===== src/hw/rtl/dwm_pkg.sv =====
// ----------------------------------------------------------------------------
// dwm_pkg
// Shared types, constants and helpers of the DNA window minimizer.
// ----------------------------------------------------------------------------
`timescale 1ns / 1ps
`default_nettype none

package dwm_pkg;

   localparam int KMER_LEN   = 12;
   localparam int WINDOW_LEN = 16;

   localparam int CODE_W     = 2 * KMER_LEN;
   localparam int OUT_CODE_W = 24;
   localparam int HASH_W     = 32;
   localparam int COUNT_W    = 32;
   localparam int SLOT_W     = (WINDOW_LEN > 1) ? $clog2(WINDOW_LEN) : 1;
   localparam int SCAN_W     = $clog2(WINDOW_LEN + 1);

   // shift amounts of the integer hash
   localparam int MIX_SH_A = 21;
   localparam int MIX_SH_B = 24;
   localparam int MIX_SH_C = 14;
   localparam int MIX_SH_D = 28;
   localparam int MIX_SH_E = 31;

   localparam logic [1:0] MIX_STEP_0    = 2'd0;
   localparam logic [1:0] MIX_STEP_1    = 2'd1;
   localparam logic [1:0] MIX_STEP_2    = 2'd2;
   localparam logic [1:0] MIX_STEP_LAST = 2'd3;

   localparam logic [7:0] CHAR_C = 8'h43;
   localparam logic [7:0] CHAR_G = 8'h47;
   localparam logic [7:0] CHAR_T = 8'h54;

   typedef enum logic [2:0] {
      ST_IDLE,
      ST_HASH,
      ST_WRITE,
      ST_SCAN,
      ST_PICK,
      ST_DECIDE
   } dwm_state_type;

   typedef struct packed {
      logic [HASH_W-1:0] hash;
      logic [CODE_W-1:0] code;
   } dwm_entry_type;

   typedef struct packed {
      logic                en;
      logic [SLOT_W-1:0]   addr;
      dwm_entry_type       entry;
   } dwm_ring_wr_type;

   function automatic logic [1:0] base_value(input logic [7:0] ch);
      logic [1:0] v;
      case (ch)
         CHAR_C:  v = 2'd1;
         CHAR_G:  v = 2'd2;
         CHAR_T:  v = 2'd3;
         default: v = 2'd0;
      endcase
      return v;
   endfunction

   // a sum of shifted terms, then an xor-shift in every step but the last
   function automatic logic [HASH_W-1:0] mix_step(input logic [1:0] step,
                                                  input logic [HASH_W-1:0] v);
      logic [HASH_W-1:0] t;
      case (step)
         MIX_STEP_0: begin
            t = ~v + (v << MIX_SH_A);
            t = t ^ (t >> MIX_SH_B);
         end
         MIX_STEP_1: begin
            t = v + (v << 3) + (v << 8);
            t = t ^ (t >> MIX_SH_C);
         end
         MIX_STEP_2: begin
            t = v + (v << 2) + (v << 4);
            t = t ^ (t >> MIX_SH_D);
         end
         default: begin
            t = v + (v << MIX_SH_E);
         end
      endcase
      return t;
   endfunction

   function automatic logic [OUT_CODE_W-1:0] out_code(input logic [CODE_W-1:0] code);
      logic [31:0] t;
      t = 32'(code);
      return t[OUT_CODE_W-1:0];
   endfunction

endpackage

`default_nettype wire


===== src/hw/rtl/dna_window_minimizer_top.sv =====
// ----------------------------------------------------------------------------
// dna_window_minimizer_top
// Streaming (w,k) minimizer selector over a stream of DNA base characters.
// ----------------------------------------------------------------------------
// One item at a time. A base before a full k-mer is taken at once, a base that
// fills the ring before a full window is hashed and written, and a full-window
// base is also held by the slot-by-slot scan of the ring through its single read
// port, and by a full output when it has a pick. The result sits in an output register, so the
// next item is taken while it waits. Synchronous reset clears the stream state;
// the ring itself is not cleared.
// ----------------------------------------------------------------------------
`timescale 1ns / 1ps
`default_nettype none

module dna_window_minimizer_top import dwm_pkg::*; (
   input  wire logic                  clock,
   input  wire logic                  reset,
   input  wire logic                  req_valid,
   output logic                       req_stall,
   input  wire logic [7:0]            req_base_char,
   input  wire logic                  req_seq_start,
   output logic                       rsp_valid,
   input  wire logic                  rsp_stall,
   output logic [OUT_CODE_W-1:0]      rsp_kmer_code,
   output logic [31:0]                rsp_kmer_position,
   output logic [HASH_W-1:0]          rsp_kmer_hash
);

   dwm_state_type state_ff, state_in;

   logic [CODE_W-1:0]  code_ff, code_in;
   logic [COUNT_W-1:0] count_ff, count_in;
   logic [31:0]        pick_pos_ff, pick_pos_in;
   logic [HASH_W-1:0]  pick_hash_ff, pick_hash_in;
   logic [SLOT_W-1:0]  slot_ff, slot_in;
   logic [31:0]        p_ff, p_in;
   logic [31:0]        win_ff, win_in;
   logic [31:0]        win_m1_ff, win_m1_in;
   logic [HASH_W-1:0]  hash_ff, hash_in;
   logic [1:0]         step_ff, step_in;
   logic [SCAN_W-1:0]  scan_ff, scan_in;
   logic [SLOT_W-1:0]  best_idx_ff, best_idx_in;
   logic [HASH_W-1:0]  best_hash_ff, best_hash_in;
   logic [CODE_W-1:0]  best_code_ff, best_code_in;
   logic [31:0]        pos_ff, pos_in;

   logic                  out_valid_ff, out_valid_in;
   logic [OUT_CODE_W-1:0] out_code_ff, out_code_in;
   logic [31:0]           out_pos_ff, out_pos_in;
   logic [HASH_W-1:0]     out_hash_ff, out_hash_in;

   dwm_ring_wr_type   ring_wr;
   logic [SLOT_W-1:0] ring_rd_addr;
   dwm_entry_type     ring_rd_data;

   logic               accept;
   logic [COUNT_W-1:0] cnt_eff;
   logic [CODE_W-1:0]  code_eff;
   logic               cnt_full;
   logic               early;
   logic               full_window;
   logic               scan_done;
   logic               out_free;
   logic               report;
   logic [SLOT_W:0]    rel_wide;

   dwm_ring u_ring (
      .clock   (clock),
      .wr      (ring_wr),
      .rd_addr (ring_rd_addr),
      .rd_data (ring_rd_data)
   );

   assign accept      = (state_ff == ST_IDLE) && req_valid;
   assign cnt_eff     = req_seq_start ? '0 : count_ff;
   assign code_eff    = req_seq_start ? '0 : code_ff;
   assign cnt_full    = (cnt_eff == '1);
   assign early       = (cnt_eff < COUNT_W'(KMER_LEN - 1));
   assign full_window = (p_ff >= 32'(WINDOW_LEN - 1));
   assign scan_done   = (scan_ff == SCAN_W'(WINDOW_LEN));
   assign out_free    = !out_valid_ff || !rsp_stall;
   assign report      = (pos_ff != pick_pos_ff) &&
                        ((win_ff == '0) || (pick_pos_ff == win_m1_ff) ||
                         (best_hash_ff < pick_hash_ff));

   // slot offset of the minimizer from the oldest k-mer; slot_ff is win mod W here
   always_comb begin
      if (best_idx_ff >= slot_ff) begin
         rel_wide = {1'b0, best_idx_ff} - {1'b0, slot_ff};
      end else begin
         rel_wide = {1'b0, best_idx_ff} + (SLOT_W+1)'(WINDOW_LEN) - {1'b0, slot_ff};
      end
   end

   // next state
   always_comb begin
      state_in = state_ff;
      case (state_ff)
         ST_IDLE: begin
            if (accept && !cnt_full && !early) begin
               state_in = ST_HASH;
            end
         end
         ST_HASH: begin
            if (step_ff == MIX_STEP_LAST) begin
               state_in = ST_WRITE;
            end
         end
         ST_WRITE: begin
            state_in = full_window ? ST_SCAN : ST_IDLE;
         end
         ST_SCAN: begin
            if (scan_done) begin
               state_in = ST_PICK;
            end
         end
         ST_PICK: begin
            state_in = ST_DECIDE;
         end
         ST_DECIDE: begin
            if (!report || out_free) begin
               state_in = ST_IDLE;
            end
         end
         default: begin
            state_in = ST_IDLE;
         end
      endcase
   end

   // outputs of the state machine
   always_comb begin
      req_stall          = 1'b1;
      ring_wr.en         = 1'b0;
      ring_wr.addr       = slot_ff;
      ring_wr.entry.hash = hash_ff;
      ring_wr.entry.code = code_ff;
      ring_rd_addr       = '0;
      case (state_ff)
         ST_IDLE: begin
            req_stall = 1'b0;
         end
         ST_WRITE: begin
            ring_wr.en = 1'b1;
         end
         ST_SCAN: begin
            if (!scan_done) begin
               ring_rd_addr = scan_ff[SLOT_W-1:0];
            end
         end
         default: begin
            req_stall = 1'b1;
         end
      endcase
   end

   // datapath
   always_comb begin
      code_in      = code_ff;
      count_in     = count_ff;
      pick_pos_in  = pick_pos_ff;
      pick_hash_in = pick_hash_ff;
      slot_in      = slot_ff;
      p_in         = p_ff;
      win_in       = win_ff;
      win_m1_in    = win_m1_ff;
      hash_in      = hash_ff;
      step_in      = step_ff;
      scan_in      = scan_ff;
      best_idx_in  = best_idx_ff;
      best_hash_in = best_hash_ff;
      best_code_in = best_code_ff;
      pos_in       = pos_ff;
      out_valid_in = out_valid_ff && rsp_stall;
      out_code_in  = out_code_ff;
      out_pos_in   = out_pos_ff;
      out_hash_in  = out_hash_ff;

      case (state_ff)
         ST_IDLE: begin
            if (accept) begin
               if (req_seq_start) begin
                  code_in      = '0;
                  count_in     = '0;
                  pick_pos_in  = '1;
                  pick_hash_in = '1;
                  slot_in      = '0;
               end
               if (!cnt_full) begin
                  code_in  = CODE_W'({code_eff, base_value(req_base_char)});
                  count_in = cnt_eff + COUNT_W'(1);
                  p_in     = cnt_eff - COUNT_W'(KMER_LEN - 1);
                  hash_in  = 32'(CODE_W'({code_eff, base_value(req_base_char)}));
                  step_in  = MIX_STEP_0;
               end
            end
         end
         ST_HASH: begin
            hash_in   = mix_step(step_ff, hash_ff);
            step_in   = step_ff + 2'd1;
            win_in    = p_ff - 32'(WINDOW_LEN - 1);
            win_m1_in = p_ff - 32'(WINDOW_LEN);
         end
         ST_WRITE: begin
            slot_in = (slot_ff == SLOT_W'(WINDOW_LEN - 1)) ? '0 : slot_ff + SLOT_W'(1);
            scan_in = '0;
         end
         ST_SCAN: begin
            scan_in = scan_ff + SCAN_W'(1);
            // read data arrives in the cycle after its address; strict compare keeps lowest slot
            if (scan_ff != '0) begin
               if ((scan_ff == SCAN_W'(1)) || (ring_rd_data.hash < best_hash_ff)) begin
                  best_idx_in  = SLOT_W'(scan_ff - SCAN_W'(1));
                  best_hash_in = ring_rd_data.hash;
                  best_code_in = ring_rd_data.code;
               end
            end
         end
         ST_PICK: begin
            pos_in = win_ff + 32'(rel_wide[SLOT_W-1:0]);
         end
         ST_DECIDE: begin
            if (report && out_free) begin
               pick_pos_in  = pos_ff;
               pick_hash_in = best_hash_ff;
               out_valid_in = 1'b1;
               out_code_in  = out_code(best_code_ff);
               out_pos_in   = pos_ff;
               out_hash_in  = best_hash_ff;
            end
         end
         default: begin
            out_valid_in = out_valid_ff && rsp_stall;
         end
      endcase
   end

   always_ff @(posedge clock) begin
      if (reset) begin
         state_ff     <= ST_IDLE;
         code_ff      <= '0;
         count_ff     <= '0;
         pick_pos_ff  <= '1;
         pick_hash_ff <= '1;
         slot_ff      <= '0;
         step_ff      <= MIX_STEP_0;
         scan_ff      <= '0;
         out_valid_ff <= 1'b0;
      end else begin
         state_ff     <= state_in;
         code_ff      <= code_in;
         count_ff     <= count_in;
         pick_pos_ff  <= pick_pos_in;
         pick_hash_ff <= pick_hash_in;
         slot_ff      <= slot_in;
         step_ff      <= step_in;
         scan_ff      <= scan_in;
         out_valid_ff <= out_valid_in;
      end
   end

   always_ff @(posedge clock) begin
      p_ff         <= p_in;
      win_ff       <= win_in;
      win_m1_ff    <= win_m1_in;
      hash_ff      <= hash_in;
      best_idx_ff  <= best_idx_in;
      best_hash_ff <= best_hash_in;
      best_code_ff <= best_code_in;
      pos_ff       <= pos_in;
      out_code_ff  <= out_code_in;
      out_pos_ff   <= out_pos_in;
      out_hash_ff  <= out_hash_in;
   end

   assign rsp_valid         = out_valid_ff;
   assign rsp_kmer_code     = out_code_ff;
   assign rsp_kmer_position = out_pos_ff;
   assign rsp_kmer_hash     = out_hash_ff;

endmodule

`default_nettype wire


===== src/hw/rtl/dwm_ring.sv =====
// ----------------------------------------------------------------------------
// dwm_ring
// Ring of k-mer hashes and codes: one write port, one registered read port.
// ----------------------------------------------------------------------------
`timescale 1ns / 1ps
`default_nettype none

module dwm_ring import dwm_pkg::*; (
   input  wire logic            clock,
   input  wire dwm_ring_wr_type wr,
   input  wire logic [SLOT_W-1:0] rd_addr,
   output dwm_entry_type        rd_data
);

   dwm_entry_type mem [WINDOW_LEN];
   dwm_entry_type rd_data_ff;

   always_ff @(posedge clock) begin
      if (wr.en) begin
         mem[wr.addr] <= wr.entry;
      end
   end

   always_ff @(posedge clock) begin
      rd_data_ff <= mem[rd_addr];
   end

   assign rd_data = rd_data_ff;

endmodule

`default_nettype wire


===== config.mk =====
export PLATFORM = sky130hd
export DESIGN_NAME = dna_window_minimizer_top
export DESIGN_NICKNAME = d
export VERILOG_FILES = /design/src/hw/rtl/dwm_pkg.sv /design/src/hw/rtl/dna_window_minimizer_top.sv /design/src/hw/rtl/dwm_ring.sv
export SDC_FILE = /design/constraint.sdc
export NUM_CORES = 2
export LEC_CHECK = 0
export BUFFER_PORTS_ARGS = -buffer_cell sky130_fd_sc_hd__buf_4
export CELL_PAD_IN_SITES_DETAIL_PLACEMENT = 0
export CELL_PAD_IN_SITES_GLOBAL_PLACEMENT = 1
export CORE_MARGIN = 2
export CORE_UTILIZATION = 48
export CTS_CLUSTER_SIZE = 28
export DETAILED_ROUTE_END_ITERATION = 8
export HOLD_SLACK_MARGIN = 0.12
export PLACE_DENSITY_LB_ADDON = 0.1
export RECOVER_POWER = 25
export SLEW_MARGIN = 10
export SYNTH_ARGS = -nofsm -noshare
export SYNTH_HDL_FRONTEND = slang
export SYNTH_SLANG_ARGS = --single-unit

===== constraint.sdc =====
create_clock -name clock -period 6.1 [get_ports clock]
set_clock_uncertainty 0.2 [all_clocks]
set_input_delay 1.22 -clock clock [delete_from_list [all_inputs] [get_ports clock]]
set_output_delay 1.22 -clock clock [all_outputs]
set_load 0.02 [all_outputs]

; After elaboration in Yosys (flattened, before gate mapping)
; Memory sizes are Yosys's and may differ from the RTL's. A register that Yosys moved wholly into a read port is not among the register bits.
; Cells that the tools add are included.
[op_classes]
addsub = 18
magnitude_cmp = 5
eq_ne = 26
mux = 38
bitwise_logic = 5
reduce_logical = 33
[ops]
columns = operator, count
row1 = $mux W32, 8
row2 = $add A32 B32 Y32, 6
row3 = $pmux W32 S2, 3
row4 = $pmux W32 S3, 1
row5 = $lt A32 B32 Y1, 2
row6 = $sub A32 B4 Y32 const B, 2
row7 = $mux W24, 2
row8 = $add A32 B1 Y32 const B, 1
row9 = $add A32 B4 Y32, 1
row10 = $eq A32 B32 Y1, 1
row11 = $eq A32 B32 Y1 const B, 1
row12 = $ge A32 B4 Y1 const B, 1
row13 = $logic_not A32 Y1, 1
row14 = $lt A32 B4 Y1 const B, 1
row15 = $ne A32 B32 Y1, 1
row16 = $not A32 Y32, 1
row17 = $sub A32 B5 Y32 const B, 1
row18 = $xor A32 B18 Y32, 1
row19 = $xor A32 B4 Y32, 1
row20 = $xor A32 B8 Y32, 1
row21 = $eq A8 B7 Y1 const B, 3
row22 = $mux W4, 6
row23 = $pmux W3 S6, 1
row24 = $ne A2 B2 Y1 const B, 8
row25 = 33 further kinds, 70
[totals]
regBits = 443
ram_bits = 896
out_inout_bits = 90
n_memories = 1
[mem_list]
columns = name, words, width, rd, rd_clocked_by_memory_dff, wr, line
row1 = u_ring.mem, 16, 56, 1, 1, 1, dwm_ring.sv:15  ; dwm_entry_type mem [WINDOW_LEN];

; Longest topological paths before layout
[depth]
depth_word = 8
depth_mapped = 18
mapped_depth_nobuf = 15

; Cells and area by module
; Synthesis repeated with hierarchy kept, for this count alone.
[hier_totals]
cells_unflattened = 3848
hier_area_um2 = 60419.2
[by_module_without_submodules]
columns = mod, instances, cells_each, area_per_inst_um2
row1 = dwm_ring, 1, 1445, 34678.3
row2 = dna_window_minimizer_top, 1, 2403, 25740.9

; Least setup slack after synthesis
; No wires, ideal clock.
[synth_timing]
kind = register -> register
start = reg best_hash_ff[17]
end = reg out_code_ff[0] (netlist: rsp_kmer_code[0]) (enable)
setup_time_ps = 535
arrival_ps = 5946
required_ps = 5365
setup_slack_ps = -581
path_stages_with_launch = 13
path_buffers = 2
path_cell_list = edfxtp_1 ha_1 a21o_1 a21o_1 a21oi_1 nor2_1 a211oi_1 o211ai_1 a21oi_1 o21ai_0 clkbuf_1 clkbuf_1 nor2_1
[synth_between]
elab_chain_len = 5
[synth_lines]
columns = element, line
row1 = from (decl), dna_window_minimizer_top.sv:43  ; logic [HASH_W-1:0] best_hash_ff, best_hash_in;
row2 = from (signal assigned), dna_window_minimizer_top.sv:268  ; best_hash_ff <= best_hash_in;
row3 = $lt A32 B32 Y1, dna_window_minimizer_top.sv:84  ; (best_hash_ff < pick_hash_ff));
row4 = $logic_or A1 B1 Y1, dna_window_minimizer_top.sv:83  ; ((win_ff == '0) || (pick_pos_ff == win_m1_ff) ||
row5 = $logic_and A1 B1 Y1, dna_window_minimizer_top.sv:82  ; assign report = (pos_ff != pick_pos_ff) &&
row6 = $logic_and A1 B1 Y1, dna_window_minimizer_top.sv:223  ; if (report && out_free) begin
row7 = $reduce_and A2 Y1 (no source line), n/a
row8 = to (signal assigned), dna_window_minimizer_top.sv:271  ; out_code_ff <= out_code_in;
row9 = to (decl), dna_window_minimizer_top.sv:48  ; logic [OUT_CODE_W-1:0] out_code_ff, out_code_in;
; No other way between the ends.
; A chain may end at the register's enable or synchronous reset.

; Worst setup path in the final report
[layout_timing]
start = reg hash_ff[12]
end = reg hash_ff[15] (data pin)
[layout_between]
elab_chain_len = 5
word_cells_on_any_way = 12
cone_classes = add/sub (6) / mux (2) / bitwise (4)
[layout_lines]
columns = element, line
row1 = from (decl), dna_window_minimizer_top.sv:39  ; logic [HASH_W-1:0] hash_ff, hash_in;
row2 = from (signal assigned), dna_window_minimizer_top.sv:266  ; hash_ff <= hash_in;
row3 = $add A32 B32 Y32 (tied with other cells), dwm_pkg.sv:81  ; t = v + (v << 2) + (v << 4);
row4 = $add A32 B32 Y32 (on tied branches), "dwm_pkg.sv:81, dwm_pkg.sv:73, dwm_pkg.sv:77"
row5 = $xor A32 B4 Y32 (tied with other cells), dwm_pkg.sv:82  ; t = t ^ (t >> MIX_SH_D);
row6 = $pmux W32 S3 *, dwm_pkg.sv:71  ; case (step)
row7 = $pmux W32 S2 *, dna_window_minimizer_top.sv:179  ; case (state_ff)
row8 = net hash_in[15], dna_window_minimizer_top.sv:39
; Mark *: on every way through the listed nets, which the timed path passes. The rest lies on a longest branch.

==> flow_metrics.tcl <==
set metrics [dict create \
    end_kind "flop" \
    arrival_ns 5.64 \
    syn_inst 4576 \
    drt_wl_total_mm 161 \
    cts_resized 0 \
    post-route-worst-setup-slack_ns 0.764 \
    cp-start-kind "flop" \
    postPlaceCellArea_sq_um 64000 \
    max_stage_delay_ns 1.18 \
    synth.avg_cell_area_sq_um 13.4 \
    ys.flop_type "edfxtp_1" \
    cp.required_ns 6.41 \
    grt_start_max_net_pins 105 \
    slowest_stage "clkbuf_1" \
    slew_violations 22 \
    grt_pass1_vias 37100 \
    viasPerCell 5.85 \
    ys_seq_area_frac 0.652 \
    portBuffers 102 \
    leakagePower_uw 0.0243 \
    finalWeightedCongestion 0.896 \
    tightest_slew_ns 1.60 \
    violations "max-capacitance violations, max-slew violations" \
    synth_edf_count 1204 \
    setup_viol_count_final 0 \
    rsz0062_at_grt "false" \
    yosysWarnings 0 \
    clock.fmax_mhz 187 \
    regToRegSetupSlack_ns 0.76 \
    syn_to_final_growth_pct 12.3 \
    path_class "reg2reg" \
    fin_area_sq_um 68900 \
    drv_cap 1 \
    ios 103 \
    first_pass_iters 8 \
    ff2ff_path_depth 13 \
    maxSlewHeadroom -0.0669 \
    peakVddDrop_uv 257 \
    clock_latency_ns 0.80 \
    drt.antenna.violating_nets 0 \
    hpwl_mm 95.9 \
    hold_violations 0 \
    fin_nets 4884 \
    die_h_um 361 \
    finalCritPeriodShare 0.875 \
    powerDensity_nw_per_um2 291 \
    synth_common_cells "1204 x edfxtp_1, 615 x nand2_1, 303 x nor3_1" \
    cts_hold_buf 0 \
    ys_ff_latch 1395 \
    path_clk_slew_ns 0.06 \
    first_iter_violations 3338 \
    ctsHtreeMaxLevel 4 \
    hold_path.class "reg2reg" \
    num_vias 37800 \
    yosysMostFrequentCell "edfxtp_1" \
    start_util 0.482 \
    grt.overflow.total 0 \
    clock_sinks 1395 \
    cts_tree "built" \
    routedWlPerCell_um 25.0 \
    synth.area.top_cells "edfxtp_1 59%, dfxtp_1 6.2%, mux4_2 4.1%" \
    coreArea_sq_um 127000 \
    seqCellArea_sq_um 40000 \
    clockRootBuffer "clkbuf_16" \
    async_reset_ff_frac 0 \
    crit_chain "clkbuf_1 -> fa_1 -> ha_1 -> and3_1 -> o2111ai_1 -> a21oi_1 -> o2111ai_1 -> a211oi_1 -> o211ai_1 -> a22oi_1 -> xnor2_1 -> xor2_1 -> o21ai_1" \
    post_synth_instance_area_sq_um 61300 \
    multi_input_area_sq_um 20000 \
    die_w_um 361 \
    grt_pass1_wl_mm 240 \
    drive_gt1_frac 0.119 \
    dp_slack_ns 1.10 \
    grt.total_usage 0.247 \
    hold_depth 0 \
    cts_max_path_buffers 3 \
    nFillCells 10500 \
    post-cts-setup-buffers 0 \
    ys_types 90 \
    dieArea_sq_um 131000 \
    status "finished, violations left" \
    cp_common_cell "o2111ai_1" \
    antenna_found_initial 5 \
    row_count 131 \
    critPathMaxFanout 21 \
    synth_nets 4801 \
    drc 0 \
    layout_min_cycle_time_ns 5.34 \
    synth_top_area_cell "edfxtp_1" \
    numCtsBuffers 150 \
    setup_tns_ns 0 \
    yosys.area.top_type_share 0.590 \
]
[worst paths after layout]
kind / startpoint / to
worst min-delay path: u_ring.rd_data[15]$_DFF_P_ / best_code_ff[15]$_DFFE_PP_
worst min register to register: u_ring.rd_data[15]$_DFF_P_ / best_code_ff[15]$_DFFE_PP_
worst max register to register: hash_ff[12]$_DFFE_PP_ / hash_ff[15]$_DFFE_PP_
worst max-delay path: hash_ff[12]$_DFFE_PP_ / hash_ff[15]$_DFFE_PP_
[layout by cell type (no fill, tap or decap), types with 12 or more instances in the layout]
master / synthesis / routed
edfxtp_1: 1204 / 1204
nand2_1: 615 / 614
nor3_1: 303 / 303
a21oi_1: 239 / 238
dfxtp_1: 191 / 191
xnor2_1: 171 / 171
buf_4: 2 / 165
ha_1: 157 / 157
and3_1: 153 / 152
clkbuf_16: 0 / 151
nor2_1: 144 / 139
inv_1: 130 / 129
xor2_1: 116 / 116
a311oi_1: 116 / 116
mux4_2: 112 / 112
o21ai_0: 76 / 75
a211oi_1: 72 / 72
nand3_1: 61 / 59
a21o_1: 57 / 57
fa_1: 55 / 55
clkbuf_1: 216 / 45
nand4_1: 43 / 43
clkinv_2: 0 / 34
nor4_1: 32 / 32
clkinv_1: 2 / 25
or3_1: 21 / 21
nand2b_1: 20 / 18
nor2b_1: 16 / 16
a22oi_1: 16 / 16
and2_4: 0 / 16
and2_1: 28 / 12
[state kept, by name, indices dropped and copies added (netlist names), 32 cells and up]
register / flops
u_ring.mem: 896
u_ring.rd_data: 56
best_hash_ff: 32
count_ff: 32
hash_ff: 32
p_ff: 32
pick_hash_ff: 32
pick_pos_ff: 32
pos_ff: 32
rsp_kmer_hash: 32
rsp_kmer_position: 32
win_ff: 32
win_m1_ff: 32
[area by class of cell]
type,instances,area share
Tap cell,1662,0.0302
Inverter,134,0.00741
Clock inverter,85,0.0121
Multi-Input combinational cell,2794,0.290
Clock buffer,195,0.0588
Antenna cell,1,0.0000363
Timing Repair Buffer,184,0.0207
Sequential cell,1395,0.580
[power by group]
group          internal (uW)  switching, uW  total [uW]
registers              10300           47.1       10300
logic                    271            482         753
clock network           5100           3870        8980
total                  15600           4400       20000
[worst max-delay path: cells and delay by family (launching register included)]
family | cells | cell delay (ns)
adders and majority gates | 2 | 1.02
AOI/OAI and AO/OA | 7 | 1.60
and+or+nand+nor | 1 | 0.21
DFF | 1 | 0.42
xor gates and xnor gates | 2 | 0.42
buffers and inverters | 1 | 1.18
[logic make-up after synthesis]
| logic type | Yosys count | share of synthesized area |
|---|---|---|
| AND/OR/NAND/NOR | 1492 | 0.116 |
| flip-flops | 1395 | 0.652 |
| AO/OA/AOI/OAI | 689 | 0.0749 |
| buffers and inverters | 387 | 0.0243 |
| XOR/XNOR | 287 | 0.0410 |
| adder cells (fa/ha/maj) | 212 | 0.0500 |
| multiplexers | 114 | 0.0415 |
[layer usage]
layer | routed length (um) | vias to the layer above | global-route usage
li1 | - | 17400 | -
met1 | 70800 | 18900 | 0.345
met2 | 77000 | 1160 | 0.401
met3 | 8990 | 263 | 0.0352
met4 | 4490 | 0 | 0.0796
met5 | 0 | - | 0
[through the flow]
stage	hold slack [ns]	std cells	util	total power (uW)
floorplan	0.186	4576	-	11000
global placement	0.186	6169	0.504	11300
detailed placement	0.189	6169	0.504	11300
CTS	0.198	6449	0.542	20200
global route	0.205	6449	0.542	20600
finish	0.196	6450	0.542	20000
No activity file was read; power rests on OpenSTA's default activity.
